[src/rtl/core/utf8s_pkg.sv]
// ----------------------------------------------------------------------------
// utf8s_pkg
// Shared widths, types and helper function for the utf-8 stream statistics
// block.
// ----------------------------------------------------------------------------
`default_nettype none

package utf8s_pkg;

   // counter width inside the block; reported fields are its low bits
   localparam int COUNT_WIDTH = 32;
   // width of every reported field
   localparam int FIELD_WIDTH = 32;
   // histogram bins for zero to seven leading ones
   localparam int HIST_BINS   = 8;
   // leading-one count 0..8 and pending byte count 0..8
   localparam int LEAD_WIDTH  = 4;
   localparam int PEND_WIDTH  = 4;
   localparam int VALUE_WIDTH = 32;
   localparam int BYTE_WIDTH  = 8;
   localparam int CONT_BITS   = 6;

   // all-ones byte: no histogram bin
   localparam logic [LEAD_WIDTH-1:0] LEAD_ALL_ONES = LEAD_WIDTH'(8);
   localparam logic [LEAD_WIDTH-1:0] LEAD_CONT     = LEAD_WIDTH'(1);
   localparam logic [LEAD_WIDTH-1:0] LEAD_NONE     = LEAD_WIDTH'(0);

   typedef logic [COUNT_WIDTH-1:0] count_type;
   typedef logic [LEAD_WIDTH-1:0]  lead_type;
   typedef logic [PEND_WIDTH-1:0]  pend_type;
   typedef logic [VALUE_WIDTH-1:0] value_type;

   // per-word decode result
   typedef struct packed {
      lead_type              lead;
      logic [BYTE_WIDTH-1:0] payload;
   } byte_info_type;

   // running totals
   typedef struct packed {
      count_type                 bytes;
      count_type                 ascii;
      count_type                 values;
      count_type                 sum;
      count_type [HIST_BINS-1:0] hist;
   } stats_type;

   // number of leading ones in a byte, 0 to 8
   function automatic lead_type lead_ones(input logic [BYTE_WIDTH-1:0] b);
      lead_type n;
      priority casez (b)
         8'b0???????: n = LEAD_WIDTH'(0);
         8'b10??????: n = LEAD_WIDTH'(1);
         8'b110?????: n = LEAD_WIDTH'(2);
         8'b1110????: n = LEAD_WIDTH'(3);
         8'b11110???: n = LEAD_WIDTH'(4);
         8'b111110??: n = LEAD_WIDTH'(5);
         8'b1111110?: n = LEAD_WIDTH'(6);
         8'b11111110: n = LEAD_WIDTH'(7);
         default:     n = LEAD_ALL_ONES;
      endcase
      return n;
   endfunction

endpackage

`default_nettype wire

[src/rtl/core/utf8s_req_if.sv]
// ----------------------------------------------------------------------------
// utf8s_req_if
// Byte channel into the statistics block: one stream byte per word.
// ----------------------------------------------------------------------------
`default_nettype none

interface utf8s_req_if;
   logic       valid;
   logic       ready;
   logic [7:0] data_byte;
   logic       end_of_file;

   modport source (output valid, output data_byte, output end_of_file, input ready);
   modport sink   (input valid, input data_byte, input end_of_file, output ready);
endinterface

`default_nettype wire

[src/rtl/core/utf8s_rsp_if.sv]
// ----------------------------------------------------------------------------
// utf8s_rsp_if
// Report channel out of the statistics block: the totals, one word per stream.
// ----------------------------------------------------------------------------
`default_nettype none

interface utf8s_rsp_if import utf8s_pkg::*; ();
   logic                   valid;
   logic                   ready;
   logic [FIELD_WIDTH-1:0] byte_total;
   logic [FIELD_WIDTH-1:0] ascii_total;
   logic [FIELD_WIDTH-1:0] value_total;
   logic [FIELD_WIDTH-1:0] value_sum;
   logic [FIELD_WIDTH-1:0] lead_zero_count;
   logic [FIELD_WIDTH-1:0] lead_one_count;
   logic [FIELD_WIDTH-1:0] lead_two_count;
   logic [FIELD_WIDTH-1:0] lead_three_count;
   logic [FIELD_WIDTH-1:0] lead_four_count;
   logic [FIELD_WIDTH-1:0] lead_five_count;
   logic [FIELD_WIDTH-1:0] lead_six_count;
   logic [FIELD_WIDTH-1:0] lead_seven_count;

   modport source (
      output valid, output byte_total, output ascii_total, output value_total,
      output value_sum, output lead_zero_count, output lead_one_count,
      output lead_two_count, output lead_three_count, output lead_four_count,
      output lead_five_count, output lead_six_count, output lead_seven_count,
      input ready
   );
   modport sink (
      input valid, input byte_total, input ascii_total, input value_total,
      input value_sum, input lead_zero_count, input lead_one_count,
      input lead_two_count, input lead_three_count, input lead_four_count,
      input lead_five_count, input lead_six_count, input lead_seven_count,
      output ready
   );
endinterface

`default_nettype wire

[src/rtl/core/utf8s_decode.sv]
// ----------------------------------------------------------------------------
// utf8s_decode
// Classifies one byte: leading-one count and the payload bits of a leader.
// ----------------------------------------------------------------------------
`default_nettype none

module utf8s_decode import utf8s_pkg::*; (
   input  wire logic [BYTE_WIDTH-1:0] data_byte,
   output byte_info_type              info
);

   // leader payload sits below the first zero; empty for seven or eight ones
   always_comb begin
      info.lead    = lead_ones(data_byte);
      info.payload = data_byte & (8'h7f >> info.lead);
   end

endmodule

`default_nettype wire

[src/rtl/core/utf8s_accum.sv]
// ----------------------------------------------------------------------------
// utf8s_accum
// Running counters, histogram and sequence decoder state. Presents the totals
// including the current word, and clears everything after a last word.
// ----------------------------------------------------------------------------
`default_nettype none

module utf8s_accum import utf8s_pkg::*; (
   input  wire logic                  clock,
   input  wire logic                  reset,
   input  wire logic                  accept,
   input  wire logic [BYTE_WIDTH-1:0] data_byte,
   input  wire logic                  end_of_file,
   input  wire byte_info_type         info,
   output stats_type                  stats_in
);

   stats_type stats_ff;
   pend_type  pend_ff;
   pend_type  pend_in;
   value_type partial_ff;
   value_type partial_in;

   pend_type  pend_start;
   logic      decoding;

   // sequence decode and totals including this word
   always_comb begin
      pend_start = pend_ff;
      if (pend_ff == '0 && info.lead >= LEAD_WIDTH'(2)) begin
         pend_start = PEND_WIDTH'(info.lead);
      end
      decoding = (info.lead != LEAD_NONE) && (pend_start != '0);

      stats_in       = stats_ff;
      pend_in        = pend_start;
      partial_in     = partial_ff;
      stats_in.bytes = stats_ff.bytes + COUNT_WIDTH'(1);
      if (info.lead == LEAD_NONE) begin
         stats_in.ascii = stats_ff.ascii + COUNT_WIDTH'(1);
      end
      for (int i = 0; i < HIST_BINS; i++) begin
         if (info.lead == LEAD_WIDTH'(i)) begin
            stats_in.hist[i] = stats_ff.hist[i] + COUNT_WIDTH'(1);
         end
      end

      if (decoding) begin
         if (info.lead == LEAD_CONT) begin
            partial_in = {partial_ff[VALUE_WIDTH-CONT_BITS-1:0], data_byte[CONT_BITS-1:0]};
         end else begin
            partial_in = VALUE_WIDTH'(info.payload);
         end
         pend_in = pend_start - PEND_WIDTH'(1);
         if (pend_in == '0) begin
            stats_in.sum    = stats_ff.sum + COUNT_WIDTH'(partial_in);
            stats_in.values = stats_ff.values + COUNT_WIDTH'(1);
         end
      end else begin
         stats_in.sum    = stats_ff.sum + COUNT_WIDTH'(data_byte);
         stats_in.values = stats_ff.values + COUNT_WIDTH'(1);
      end
   end

   // state update; a last word clears everything
   always_ff @(posedge clock) begin
      if (reset) begin
         stats_ff   <= '0;
         pend_ff    <= '0;
         partial_ff <= '0;
      end else if (accept) begin
         if (end_of_file) begin
            stats_ff   <= '0;
            pend_ff    <= '0;
            partial_ff <= '0;
         end else begin
            stats_ff   <= stats_in;
            pend_ff    <= pend_in;
            partial_ff <= partial_in;
         end
      end
   end

   // a sequence never asks for more than eight bytes
   a_pend_range: assert property (@(posedge clock) disable iff (reset)
      pend_ff <= PEND_WIDTH'(8))
      else $error("pending count out of range");

   // a last word leaves the state cleared
   a_clear_after_last: assert property (@(posedge clock) disable iff (reset)
      (accept && end_of_file) |=>
         (stats_ff.bytes == '0 && stats_ff.sum == '0 && pend_ff == '0))
      else $error("state not cleared after last word");

   // a word completes at most one value
   a_value_step: assert property (@(posedge clock) disable iff (reset)
      (accept && !end_of_file) |=>
         (stats_ff.values == $past(stats_ff.values) ||
          stats_ff.values == $past(stats_ff.values) + COUNT_WIDTH'(1)))
      else $error("value count stepped by more than one");

endmodule

`default_nettype wire

[src/rtl/core/utf8_stream_statistics_top.sv]
// the report appears in the cycle after the last byte is accepted
// throughput: one byte per cycle while no report waits unread; the statistics
// update is a register-to-register path through the decoder and the counters
// a byte is refused only while a report sits in the output register unread
// reset clears all counters, the decoder state and the output valid
// ----------------------------------------------------------------------------
// utf8_stream_statistics_top
// Byte-stream statistics: counts, leading-one histogram and decoded value sum,
// reported and cleared on the last byte of each stream.
// ----------------------------------------------------------------------------
`default_nettype none

module utf8_stream_statistics_top import utf8s_pkg::*; (
   input  wire logic    clock,
   input  wire logic    reset,
   utf8s_req_if.sink    req_chan,
   utf8s_rsp_if.source  rsp_chan
);

   byte_info_type info;
   stats_type     stats_in;
   stats_type     rsp_stats_ff;
   logic          rsp_valid_ff;
   logic          rsp_valid_in;
   logic          accept;

   // the output register frees itself in the cycle its word is taken
   assign req_chan.ready = !rsp_valid_ff || rsp_chan.ready;
   assign accept         = req_chan.valid && req_chan.ready;

   // byte classification
   utf8s_decode u_decode (
      .data_byte (req_chan.data_byte),
      .info      (info)
   );

   // counters and sequence state
   utf8s_accum u_accum (
      .clock       (clock),
      .reset       (reset),
      .accept      (accept),
      .data_byte   (req_chan.data_byte),
      .end_of_file (req_chan.end_of_file),
      .info        (info),
      .stats_in    (stats_in)
   );

   // report register
   always_comb begin
      rsp_valid_in = rsp_valid_ff && !rsp_chan.ready;
      if (accept && req_chan.end_of_file) begin
         rsp_valid_in = 1'b1;
      end
   end

   always_ff @(posedge clock) begin
      if (reset) begin
         rsp_valid_ff <= 1'b0;
      end else begin
         rsp_valid_ff <= rsp_valid_in;
      end
   end

   always_ff @(posedge clock) begin
      if (accept && req_chan.end_of_file) begin
         rsp_stats_ff <= stats_in;
      end
   end

   // report fields are the low bits of each counter
   assign rsp_chan.valid            = rsp_valid_ff;
   assign rsp_chan.byte_total       = FIELD_WIDTH'(rsp_stats_ff.bytes);
   assign rsp_chan.ascii_total      = FIELD_WIDTH'(rsp_stats_ff.ascii);
   assign rsp_chan.value_total      = FIELD_WIDTH'(rsp_stats_ff.values);
   assign rsp_chan.value_sum        = FIELD_WIDTH'(rsp_stats_ff.sum);
   assign rsp_chan.lead_zero_count  = FIELD_WIDTH'(rsp_stats_ff.hist[0]);
   assign rsp_chan.lead_one_count   = FIELD_WIDTH'(rsp_stats_ff.hist[1]);
   assign rsp_chan.lead_two_count   = FIELD_WIDTH'(rsp_stats_ff.hist[2]);
   assign rsp_chan.lead_three_count = FIELD_WIDTH'(rsp_stats_ff.hist[3]);
   assign rsp_chan.lead_four_count  = FIELD_WIDTH'(rsp_stats_ff.hist[4]);
   assign rsp_chan.lead_five_count  = FIELD_WIDTH'(rsp_stats_ff.hist[5]);
   assign rsp_chan.lead_six_count   = FIELD_WIDTH'(rsp_stats_ff.hist[6]);
   assign rsp_chan.lead_seven_count = FIELD_WIDTH'(rsp_stats_ff.hist[7]);

   // a last byte always produces a report next cycle
   a_report_after_last: assert property (@(posedge clock) disable iff (reset)
      (accept && req_chan.end_of_file) |=> rsp_valid_ff)
      else $error("no report after last byte");

   // an ordinary byte never raises a report
   a_no_spurious_report: assert property (@(posedge clock) disable iff (reset)
      (accept && !req_chan.end_of_file && !rsp_valid_ff) |=> !rsp_valid_ff)
      else $error("report without last byte");

   // a report only appears after a last byte was taken
   a_report_cause: assert property (@(posedge clock) disable iff (reset)
      $rose(rsp_valid_ff) |-> $past(accept && req_chan.end_of_file))
      else $error("report raised without cause");

endmodule

`default_nettype wire
[src/flat_wrapper.sv]
// flat-port wrapper written by rule: the top's interface ports become plain ports
module utf8_stream_statistics_top_flat import utf8s_pkg::*;
  (clock, reset, req_chan_valid, req_chan_data_byte, req_chan_end_of_file, req_chan_ready, rsp_chan_valid, rsp_chan_byte_total, rsp_chan_ascii_total, rsp_chan_value_total, rsp_chan_value_sum, rsp_chan_lead_zero_count, rsp_chan_lead_one_count, rsp_chan_lead_two_count, rsp_chan_lead_three_count, rsp_chan_lead_four_count, rsp_chan_lead_five_count, rsp_chan_lead_six_count, rsp_chan_lead_seven_count, rsp_chan_ready);
  utf8s_req_if req_chan_i ();
  utf8s_rsp_if rsp_chan_i ();
  input  wire logic clock;
  input  wire logic reset;
  input wire logic [$bits(req_chan_i.valid)-1:0] req_chan_valid;
  input wire logic [$bits(req_chan_i.data_byte)-1:0] req_chan_data_byte;
  input wire logic [$bits(req_chan_i.end_of_file)-1:0] req_chan_end_of_file;
  output wire logic [$bits(req_chan_i.ready)-1:0] req_chan_ready;
  output wire logic [$bits(rsp_chan_i.valid)-1:0] rsp_chan_valid;
  output wire logic [$bits(rsp_chan_i.byte_total)-1:0] rsp_chan_byte_total;
  output wire logic [$bits(rsp_chan_i.ascii_total)-1:0] rsp_chan_ascii_total;
  output wire logic [$bits(rsp_chan_i.value_total)-1:0] rsp_chan_value_total;
  output wire logic [$bits(rsp_chan_i.value_sum)-1:0] rsp_chan_value_sum;
  output wire logic [$bits(rsp_chan_i.lead_zero_count)-1:0] rsp_chan_lead_zero_count;
  output wire logic [$bits(rsp_chan_i.lead_one_count)-1:0] rsp_chan_lead_one_count;
  output wire logic [$bits(rsp_chan_i.lead_two_count)-1:0] rsp_chan_lead_two_count;
  output wire logic [$bits(rsp_chan_i.lead_three_count)-1:0] rsp_chan_lead_three_count;
  output wire logic [$bits(rsp_chan_i.lead_four_count)-1:0] rsp_chan_lead_four_count;
  output wire logic [$bits(rsp_chan_i.lead_five_count)-1:0] rsp_chan_lead_five_count;
  output wire logic [$bits(rsp_chan_i.lead_six_count)-1:0] rsp_chan_lead_six_count;
  output wire logic [$bits(rsp_chan_i.lead_seven_count)-1:0] rsp_chan_lead_seven_count;
  input wire logic [$bits(rsp_chan_i.ready)-1:0] rsp_chan_ready;
  assign req_chan_i.valid = req_chan_valid;
  assign req_chan_i.data_byte = req_chan_data_byte;
  assign req_chan_i.end_of_file = req_chan_end_of_file;
  assign req_chan_ready = req_chan_i.ready;
  assign rsp_chan_valid = rsp_chan_i.valid;
  assign rsp_chan_byte_total = rsp_chan_i.byte_total;
  assign rsp_chan_ascii_total = rsp_chan_i.ascii_total;
  assign rsp_chan_value_total = rsp_chan_i.value_total;
  assign rsp_chan_value_sum = rsp_chan_i.value_sum;
  assign rsp_chan_lead_zero_count = rsp_chan_i.lead_zero_count;
  assign rsp_chan_lead_one_count = rsp_chan_i.lead_one_count;
  assign rsp_chan_lead_two_count = rsp_chan_i.lead_two_count;
  assign rsp_chan_lead_three_count = rsp_chan_i.lead_three_count;
  assign rsp_chan_lead_four_count = rsp_chan_i.lead_four_count;
  assign rsp_chan_lead_five_count = rsp_chan_i.lead_five_count;
  assign rsp_chan_lead_six_count = rsp_chan_i.lead_six_count;
  assign rsp_chan_lead_seven_count = rsp_chan_i.lead_seven_count;
  assign rsp_chan_i.ready = rsp_chan_ready;
  utf8_stream_statistics_top u_core (.clock(clock), .reset(reset), .req_chan(req_chan_i), .rsp_chan(rsp_chan_i));
endmodule
[config.mk]
export PLATFORM = sky130hd
export DESIGN_NAME = utf8_stream_statistics_top_flat
export DESIGN_NICKNAME = d
export VERILOG_FILES = /design/src/rtl/core/utf8s_pkg.sv /design/src/rtl/core/utf8s_req_if.sv /design/src/rtl/core/utf8s_rsp_if.sv /design/src/rtl/core/utf8s_decode.sv /design/src/rtl/core/utf8s_accum.sv /design/src/rtl/core/utf8_stream_statistics_top.sv /design/src/flat_wrapper.sv
export SDC_FILE = /design/constraint.sdc
export NUM_CORES = 1
export LEC_CHECK = 0
export BUFFER_PORTS_ARGS = -buffer_cell sky130_fd_sc_hd__buf_2
export CAP_MARGIN = 20
export CORE_MARGIN = 2
export CORE_UTILIZATION = 50
export DETAILED_ROUTE_END_ITERATION = 8
export PLACE_DENSITY = 0.7
export SLEW_MARGIN = 20
export SYNTH_ARGS = -nofsm -noshare
export SYNTH_HDL_FRONTEND = slang
export SYNTH_SLANG_ARGS = --single-unit
[constraint.sdc]
create_clock -name clock -period 21.6 [get_ports clock]
set_input_delay 4.32 -clock clock [delete_from_list [all_inputs] [get_ports clock]]
set_output_delay 4.32 -clock clock [all_outputs]
set_load 0.1 [all_outputs]
Word level (Yosys, flattened, before mapping)
Cells that the tools add are included.

word-level totals
  flip-flop bits (word level) = 799
  latch bits = 0
  memory bits (writable) = 0
  memory bits (read-only) = 0
  word-level logic and storage cells = 95
  memories kept = 0

cells by class
  add/sub/neg operators = 14
  multipliers = 0
  divide/modulo/power cells = 0
  $lt $le $gt $ge = 1
  eq/ne operators = 14
  shifts and indexed selects = 1
  multiplexer cells = 21
  bitwise operators = 2
  reduce and logical (&&, ||, !) cells = 15

operators by type and width
  kind                                                               number
  two-way mux 384 bit                                                1
  adder 32 x 1 -> 32 bit, second input constant                      11
  two-way mux 32 bit                                                 11
  two-way mux 64 bit                                                 2
  two-way mux 26 bit                                                 2
  adder 32 bit                                                       1
  adder 32 x 8 -> 32 bit                                             1
  one-hot mux 4 bit (8 select lines)                                 1
  == test 4 x 3 -> 1 bit, second input constant                      4
  logical NOT 4 bit                                                  3
  two-way mux 4 bit                                                  3
  AND 8 bit                                                          1
  == test 4 x 2 -> 1 bit, second input constant                      2
  == test 8 bit, second input constant                               1
  nonzero test 4 bit                                                 2
  >> shifter 7 x 4 -> 8 bit, first input constant                    1
  == test 7 bit, second input constant                               1
  == test 6 bit, second input constant                               1
  == test 5 bit, second input constant                               1
  logical AND 1 bit                                                  5
  == test 4 x 1 -> 1 bit, second input constant                      1
  == test 4 bit, second input constant                               1
  greater-or-equal comparator 4 x 2 -> 1 bit, second input constant  1
  subtractor 4 x 1 -> 4 bit, second input constant                   1
  other kinds (8)                                                    9

Depth between registers and ports, before layout
Gate-level depths: netlist (run 1).

  depth after elaboration = 12
  depth in mapped cells = 20

Hierarchy
Synthesis (run 1) repeated with hierarchy kept, for this count alone.

second synthesis, totals
  cell total of the unflattened synthesis = 3919
  area total of the unflattened synthesis = 37977.7 µm²

by module, submodules not included
  module                      times used  cells an instance  area each (µm²)
  utf8s_accum                 1           3505               26223.9
  utf8_stream_statistics_top  1           390                11598.6
  utf8s_decode                1           24                 155.1

Worst setup path after synthesis (run 1)
OpenSTA, ideal clock, no wires.

  path type = input -> register
  start point = input rsp_chan_ready
  end point = register u_core.rsp_stats_ff (netlist bit u_core.rsp_chan.ascii_total[0]) (enable)
  library setup time = 732 ps
  data arrival time = 13530 ps
  data required time = 20868 ps
  setup slack = 7337 ps
  stages = 7
  path through = nand2b_1 > and2_1 > clkbuf_1 > clkbuf_1 > clkbuf_1 > nand2_1 > inv_1

on the way
  longest elaborated chain between the ends = 3

ends and longest elaborated chain
  element                 RTL line                          text
  start: declaration      flat_wrapper.sv:25                input wire logic [$bits(rsp_chan_i.ready)-1:0] rsp_chan_ready;
  logical OR 1 bit        utf8_stream_statistics_top.sv:28  assign req_chan.ready = !rsp_valid_ff || rsp_chan.ready;
  logical AND 1 bit       utf8_stream_statistics_top.sv:29  assign accept = req_chan.valid && req_chan.ready;
  logical AND 1 bit       utf8_stream_statistics_top.sv:65  if (accept && req_chan.end_of_file) begin
  end signal: assignment  utf8_stream_statistics_top.sv:66  rsp_stats_ff <= stats_in;
  end: declaration        utf8_stream_statistics_top.sv:22  stats_type rsp_stats_ff;

Every way passes these cells.
A chain may end at the register's enable or synchronous reset.

Final worst setup path (run 1)
  start point = input rsp_chan_ready
  end point = output req_chan_ready

on the way
  longest elaborated chain between the ends = 1

ends and longest elaborated chain
  element           RTL line                          text
  logical OR 1 bit  utf8_stream_statistics_top.sv:28
  end: declaration  flat_wrapper.sv:11                output wire logic [$bits(req_chan_i.ready)-1:0] req_chan_ready;

Every way passes these cells.

==> key figures, run 1 <==
Status
  • Outcome: finished, final reports clean

Synth
  • Post-synthesis mux area share: 0.536%
  • Seq/Total Area, Yosys: 52.8%
  • Yosys warnings: 0
  • Yosys cell types: 83
  • Largest family of logic cells by synthesized area: simple AND/OR/NAND/NOR gates
  • Syn nets: 3902
  • Flops & latches, synth: 799
  • Post-Syn Area: 0.0376 mm²
  • Post-synth top flop: dfxtp_1
  • Synth Area in XOR/XNOR: 8.70%
  • Post-synth EDFFs: 384
  • Simple-gate portion of the synthesized area: 18.4%
  • Cells after Synth: 3836
  • Synth Area in Compound Gates: 14.7%
  • Post-synth ARST share: 0%
  • Post-synthesis adder-cell area fraction: 1.89%
  • Mean post-synth cell area: 9.79 µm²

STA
  • RSZ-0062 raised after global routing: false
  • Final min period: 9.38 ns
  • Final Hold Fails: 0
  • Clock skew: 0.0221 ns
  • Worst Max-Slew Pin Slew: 1.10 ns
  • Relative slew slack: 26.6%
  • Crit share post-route: 43.4%
  • Max Slew Vio Count: 0
  • Final setup viols: 0
  • Setup total negative slack: 0 ns
  • Maximum operating frequency: 107 MHz

Worst setup path
  • CP Launch Type: input port
  • Setup CP Type: in2out
  • R2r startpoint: u_core.rsp_chan.valid
  • Crit path capture type: output pin
  • CP required: 17.28 ns
  • R2R setup slack: 16.92 ns
  • Worst R2R Path Depth: 7
  • Setup crit end: req_chan_ready
  • RR Endpoint: u_core.rsp_chan.lead_four_count[20]
  • Setup crit start: rsp_chan_ready
  • WP data arrival: 5.06 ns
  • Max Fanout on Critical Path: 4

Route
  • DR iter-0 viols: 2563
  • Vias per cell: 5.88
  • Final routed DRC violation total: 0
  • Post-DRT Antenna Nets: 0
  • First-pass iteration count of the detailed router: 6
  • Detailed Route WL: 103000 µm
  • Via Count: 30300
  • DR WL/cell: 20.1 µm

Placed design
  • Placed cell areas: 0.0402 mm²
  • Dpl cells: 4991
  • DP HPWL: 66400 µm
  • RePlAce Congestion: 0.883
  • Port bufs: 398

Pwr
  • Comb power frac: 11.9%
  • Power Internal: 0.00255 W
  • LEAKAGE: 16.2 nW
  • Net Sw Power: 0.000991 W
  • Clock Power Share: 41.8%
  • Power Dens Cells: 82.3 mW/mm²
  • Reg power frac: 46.3%
  • Sw frac: 28.0%
  • Max VDD drop: 57.5 µV

Clock tree
  • CTS H-tree lvls: 3
  • Post-CTS sizing: 0
  • CTS root buf: clkbuf_16
  • Hold-fix buffer count after cts: 0
  • CTS sink count: 799
  • Worst-skew pair later-pin latency: 0.63 ns
  • Largest buffer count on any clock path: 3
  • CTS Buf Count: 86
  • # Post-CTS Setup Buffers: 0
  • CTS tree: yes
  • Worst-path clk slew: 0.06 ns

Cells and area
  • Filler Cell Count: 6362
  • Final instance area: 0.0430 mm²
  • Total Nets Final: 4177
  • Ratio of cells with drive above 1 in the final layout: 14.6%
  • Synthesis-to-layout area growth: 14.6%
  • Non-filler cells, final: 5155
  • Max FFs per register: 384
  • Most flops, register: u_core.u_accum.stats_ff

Worst hold path
  • Hold Path Class: reg2reg

Job
  • Number of max-cap violations: 0

Global route
  • Initial antenna violation count: 5
  • Met3 Track Usage GR: 3.50%
  • Grt ovf: 0
  • Maximum number of pins on one net before global-route repair: 184
  • Gr busiest metal: met2
  • Met2 GRT Util: 42.2%
  • Met1 global-route usage: 35.0%
  • All-layer global routing usage: 25.7%
  • First-pass GRT wire length: 159000 µm
  • Number of global-route vias before repair: 28100

Floorplan
  • Core ar.: 0.0744 mm²
  • Row cnt: 100
  • Die Y: 278 µm
  • Die area: 0.0773 mm²
  • Die W: 278 µm
  • Initial Util: 50.5%
  • # IOs: 399
power groups by stage:
stage / Sequential (W) / Combinational [W] / Clock (W)
2_1_floorplan: 0.00191 / 0.000103 / 0
3_3_place_gp: 0.00167 / 0.000419 / 0
3_5_place_dp: 0.00167 / 0.000421 / 0
4_1_cts: 0.00164 / 0.000422 / 0.00151
5_1_grt: 0.00164 / 0.000438 / 0.00157
6_report: 0.00164 / 0.000421 / 0.00148
area by class of cell:
class                           instances  area, µm²  share of cell area (%)
Clock buffer                          122       2410                    5.60
Tap cell                              969       1210                    2.82
Inverter                               45        176                   0.410
Sequential cell                       799      19800                    46.1
Multi-Input combinational cell       2747      16700                    38.7
Timing Repair Buffer                  432       2300                    5.33
Antenna cell                            3       7.51                  0.0174
Clock inverter                         38        427                   0.991
placed cells by master, fill, tap and decap left out, drive strengths merged, types with 6 or more instances in the layout:
cell and instances:
ha 51, o31ai 8, dfxtp 415, edfxtp 384, or4 13, a32o 7, a31oi 43, mux2i 10
or2 9, a21oi 242, buf 432, and3 112, nor2b 12, nand4 72, nand2b 14, mux2 9
o21ai 242, nand3 152, or3 67, xor2 162, xnor2 211, o21a 6, o211ai 10, a22oi 191
nor4 38, clkbuf 122, nor3 76, and2 47, a21o 28, and4 29, nand2 281, a22o 42
bufinv 8, nor2 472, clkinv 25, inv 47, a211oi 9, nand3b 8
kinds of logic after synthesis:
family,count (synthesis)
fa+ha+maj,56
buf+inv,290
compound gates,885
flops,799
xor+xnor,373
mux,19
simple gates,1414
synthesized netlist by cell type (8+ instances only):
library cell  instances  area share (%)
nor2b_1              12            0.20
mux2_2                9            0.27
or2_2                 9            0.15
o211ai_1             10            0.20
and4_1               29            0.68
nand3_1             151             2.0
o21ai_0             241             3.2
inv_1                45            0.45
edfxtp_1            384              31
a21oi_1             241             3.2
a21o_1               28            0.56
mux2i_1              10            0.27
xor2_1              162             3.8
clkbuf_1            222             2.2
nand2b_1             14            0.23
buf_1                13            0.13
nor2_1              472             4.7
xnor2_1             211             4.9
or4_1                12            0.24
dfxtp_1             415              22
a22o_1               42            0.98
and3_1              112             1.9
a211oi_1              9            0.18
nor4_1               35            0.58
nor3_1               74            0.99
a31oi_1              43            0.72
ha_1                 51             1.7
nand4_1              71             1.2
nand2_1             279             2.8
o31ai_1               8            0.16
a22oi_1             191             3.8
or3_1                67             1.1
and2_1               43            0.72
stage by stage:
step                power [W]  hold slack, ns  util [%]  worst slack [ns]
floorplan             0.00201           0.440         -              7.34
global placement      0.00209           0.455      54.0             12.22
detailed placement    0.00209           0.461      54.0             12.22
CTS                   0.00357           0.470      57.8             12.22
global route          0.00364           0.488      57.8             12.19
finish                0.00354           0.469      57.8             12.22
worst min-delay path by stage:
stage                            startpoint                      endpoint  slack, ns  cells after the start
2_1_floorplan   u_core.u_accum.stats_ff[94]   u_core.u_accum.stats_ff[94]       0.44                      2
3_3_place_gp    u_core.u_accum.stats_ff[52]   u_core.u_accum.stats_ff[52]       0.46                      2
3_5_place_dp   u_core.u_accum.stats_ff[216]  u_core.u_accum.stats_ff[216]       0.46                      2
4_1_cts        u_core.u_accum.stats_ff[216]  u_core.u_accum.stats_ff[216]       0.47                      2
5_1_grt         u_core.u_accum.stats_ff[52]   u_core.u_accum.stats_ff[52]       0.49                      2
6_report       u_core.u_accum.stats_ff[216]  u_core.u_accum.stats_ff[216]       0.47                      2
layer usage:
layer	part of all wire, %	vias to the layer above
met5	0.033	-
met4	2.9	6
met3	5.9	168
met2	47	996
met1	44	14700
li1	-	14500
critical path, cell delays in order:
cell and delay, ns:
buf_2 0.07, nand2b_1 0.20, buf_2 0.47
(Power assumes the default switching activity.)
==> run 2: changes to the inputs <==
- ABC_AREA: unset -> 1
- PLACE_DENSITY: 0.7 -> 0.69
- clock period: 21.6 -> 9.35 ns (I/O delays scaled with it)
==> key figures, run 2 <==
Status
  • Outcome: finished, final reports clean

STA
  • Clock skew: 0.0310 ns (+0.00892 ns)
  • Final Hold Fails: 0 (unchanged)
  • Maximum operating frequency: 178 MHz
  • Setup total negative slack: 0 ns (unchanged)
  • Max Slew Vio Count: 0 (unchanged)
  • Crit share post-route: 59.9%
  • Final setup viols: 0 (unchanged)
  • Worst Max-Slew Pin Slew: 1.08 ns (-0.0185 ns)
  • RSZ-0062 raised after global routing: false
  • Relative slew slack: 27.8% (+1.2 points)
  • Hold_ws: 0.463 ns (-0.00563 ns)
  • Final min period: 5.60 ns

Floorplan
  • Die Y: 288 µm (+3.5%)
  • Core ar.: 0.0802 mm² (+7.7%)
  • # IOs: 399 (unchanged)
  • Die W: 288 µm (+3.5%)
  • Row cnt: 104 (+4.0%)
  • Die area: 0.0829 mm² (+7.2%)
  • Initial Util: 50.3% (-0.18 points)

Clock tree
  • Largest buffer count on any clock path: 3 (unchanged)
  • CTS Buf Count: 85 (-1.2%)
  • Worst-skew pair later-pin latency: 0.64 ns (about the same)
  • Worst-path clk slew: 0.06 ns (about the same)
  • Hold-fix buffer count after cts: 0 (unchanged)
  • # Post-CTS Setup Buffers: 0 (unchanged)
  • CTS root buf: clkbuf_16
  • Post-CTS sizing: 0 (unchanged)
  • CTS tree: yes
  • CTS H-tree lvls: 3 (unchanged)
  • CTS sink count: 799 (unchanged)

Placed design
  • Port bufs: 398 (unchanged)
  • Dpl cells: 6310 (+26%)
  • DP HPWL: 77900 µm (+17%)
  • RePlAce Congestion: 0.958 (+8.5%)

Synth
  • Post-Syn Area: 0.0403 mm² (+7.3%)
  • Flops & latches, synth: 799 (unchanged)
  • Syn nets: 5076 (+30%)
  • Leading area contributor after synthesis: edfxtp_1
  • Seq/Total Area, Yosys: 49.2% (-3.6 points)
  • Post-synth EDFFs: 384 (unchanged)
  • Top cells by area, synth: edfxtp_1 29%, dfxtp_1 21%, nand2_1 14%
  • Post-synth ARST share: 0% (unchanged)
  • Post-synth top flop: dfxtp_1
  • Top post-synthesis cells by count: 1546 x nand2_1, 500 x a21oi_1, 455 x inv_1
  • Cells after Synth: 5010 (+31%)
  • Yosys warnings: 0 (unchanged)
  • Top cell type's share of synthesized area: 28.6% (-2.1 points)
  • Yosys cell types: 57 (-31%)
  • Top-count cell post-synth: nand2_1
  • Mean post-synth cell area: 8.04 µm² (-18%)

Pwr
  • Net Sw Power: 0.00231 W (+130%)
  • LEAKAGE: 16.9 nW (+4.8%)
  • Sw frac: 28.5% (+0.53 points)
  • Clock Power Share: 40.9% (-0.9 points)
  • Power Internal: 0.00578 W (+130%)
  • Max VDD drop: 145 µV (+150%)
  • Reg power frac: 47.0% (+0.7 points)
  • Power Dens Cells: 176 mW/mm² (+110%)
  • Comb power frac: 12.1% (+0.2 points)

Route
  • Detailed Route WL: 111000 µm (+7.5%)
  • DR WL/cell: 17.2 µm (-14%)
  • Via Count: 34300 (+13%)
  • Final routed DRC violation total: 0 (unchanged)
  • Post-DRT Antenna Nets: 0 (unchanged)
  • First-pass iteration count of the detailed router: 6 (unchanged)
  • DR iter-0 viols: 2803 (+9.4%)
  • Vias per cell: 5.30 (-9.8%)

Worst setup path
  • Crit path capture type: register
  • Worst R2R Path Depth: 15 (+8)
  • Setup CP Type: in2reg
  • WP data arrival: 6.07 ns (+1.01 ns)
  • CP Launch Type: input port
  • Max Fanout on Critical Path: 49 (+45)
  • CP required: 9.81 ns (-7.47 ns)

Global route
  • Initial antenna violation count: 8 (+3)
  • Maximum number of pins on one net before global-route repair: 207 (+13%)
  • Grt ovf: 0 (unchanged)
  • All-layer global routing usage: 26.0% (+0.26 points)
  • Met1 global-route usage: 35.7% (+0.74 points)
  • First-pass GRT wire length: 173000 µm (+8.9%)
  • Gr busiest metal: met2
  • Met3 Track Usage GR: 4.75% (+1.2 points)
  • Met2 GRT Util: 41.6% (-0.61 points)
  • Number of global-route vias before repair: 31800 (+13%)

Worst hold path
  • Hold Path Class: reg2reg
  • Hold Path Cell Cnt: 2 (unchanged)

Job
  • Number of max-cap violations: 0 (unchanged)

Cells and area
  • Most flops, register: u_core.u_accum.stats_ff
  • Filler Cell Count: 7408 (+16%)
  • Util after Layout: 57.2% (-0.59 points)
  • Most frequent cells in the layout: 1545 x nand2_1, 500 x a21oi_1, 455 x inv_1, 415 x dfxtp_1, 397 x buf_2
  • Synthesis-to-layout area growth: 13.8%
  • Ratio of cells with drive above 1 in the final layout: 11.2% (-3.4 points)
  • Max FFs per register: 384 (unchanged)
  • Total Nets Final: 5403 (+29%)
  • Most common cell after layout, fill and taps aside: nand2_1
  • Non-filler cells, final: 6470 (+26%)
==> run 2: cell count changes after synthesis, moves of 106 or more <==
cell / delta
a21oi_1: +259
a22oi_1: -185
inv_1: +410
nand2_1: +1267
nor2_1: -106
o21ai_0: -200
xnor2_1: -110
==> run 2: kinds of logic after synthesis <==
| kind of cell | Yosys count | share of synthesized area, % |
|---|---|---|
| buffers and inverters | 638 | 6.04 |
| AO/OA/AOI/OAI | 622 | 8.15 |
| XOR/XNOR | 340 | 7.41 |
| multiplexers | 23 | 0.571 |
| adder cells (fa/ha/maj) | 53 | 1.68 |
| AND/OR/NAND/NOR | 2535 | 26.9 |
| flip-flops | 799 | 49.2 |
==> run 2: per-stage QoR <==
stage / cell area [µm²] / worst slack [ns] / power, W
floorplan: 40300 / 0.238 / 0.00468
global route: 45900 / 3.43 / 0.00834
detailed placement: 43200 / 3.17 / 0.00486
global placement: 43200 / 3.21 / 0.00485
CTS: 45900 / 3.82 / 0.00817
finish: 45900 / 3.75 / 0.00809
==> run 2: worst paths after layout <==
path | startpoint | slack (ns) | endpoint
setup / recovery | req_chan_data_byte[7] | 3.75 | u_core.u_accum.stats_ff[265]
hold reg to reg | u_core.u_accum.partial_ff[11] | 0.46 | u_core.u_accum.partial_ff[11]
setup reg to reg | u_core.u_accum.pend_ff[0] | 5.50 | u_core.rsp_chan.value_sum[3]
hold / removal | u_core.u_accum.partial_ff[11] | 0.46 | u_core.u_accum.partial_ff[11]
==> run 2: cell type report <==
cell class / count / area, µm² / area share, %
Antenna cell: 2 / 5.00 / 0.0109
Clock buffer: 126 / 2390 / 5.22
Clock inverter: 32 / 323 / 0.704
Inverter: 461 / 1730 / 3.77
Multi-Input combinational cell: 3573 / 18100 / 39.4
Sequential cell: 799 / 19800 / 43.2
Tap cell: 1060 / 1330 / 2.89
Timing Repair Buffer: 417 / 2210 / 4.81
==> run 2: critical path: stages <==
cell,delay (ns)
buf_2,0.26
nand2_1,0.13
buf_4,0.33
inv_1,0.23
nor2_1,0.14
nand3_1,0.12
a21oi_2,0.29
ha_1,0.21
nand3_1,0.14
o21ai_4,0.16
buf_4,0.52
inv_2,0.50
nand2_1,0.45
inv_1,0.30
nand2_1,0.12
nand3_1,0.10
nand2_1,0.08
a21oi_1,0.07
==> run 2: routing by layer <==
layer  vias up  wire length, µm
met1     16000            49700
met3       172             7400
met2       938            50800
met5         -               69
met4        10             3100
li1      17100                -
==> run 2: power groups by stage <==
stage	clock [W]	sequential [W]	combinational [W]
after floorplan	0	0.00441	0.000262
after global placement	0	0.00387	0.000977
after detailed placement	0	0.00387	0.000981
after CTS	0.00338	0.00380	0.000983
after global routing	0.00351	0.00381	0.00103
final	0.00331	0.00380	0.000980
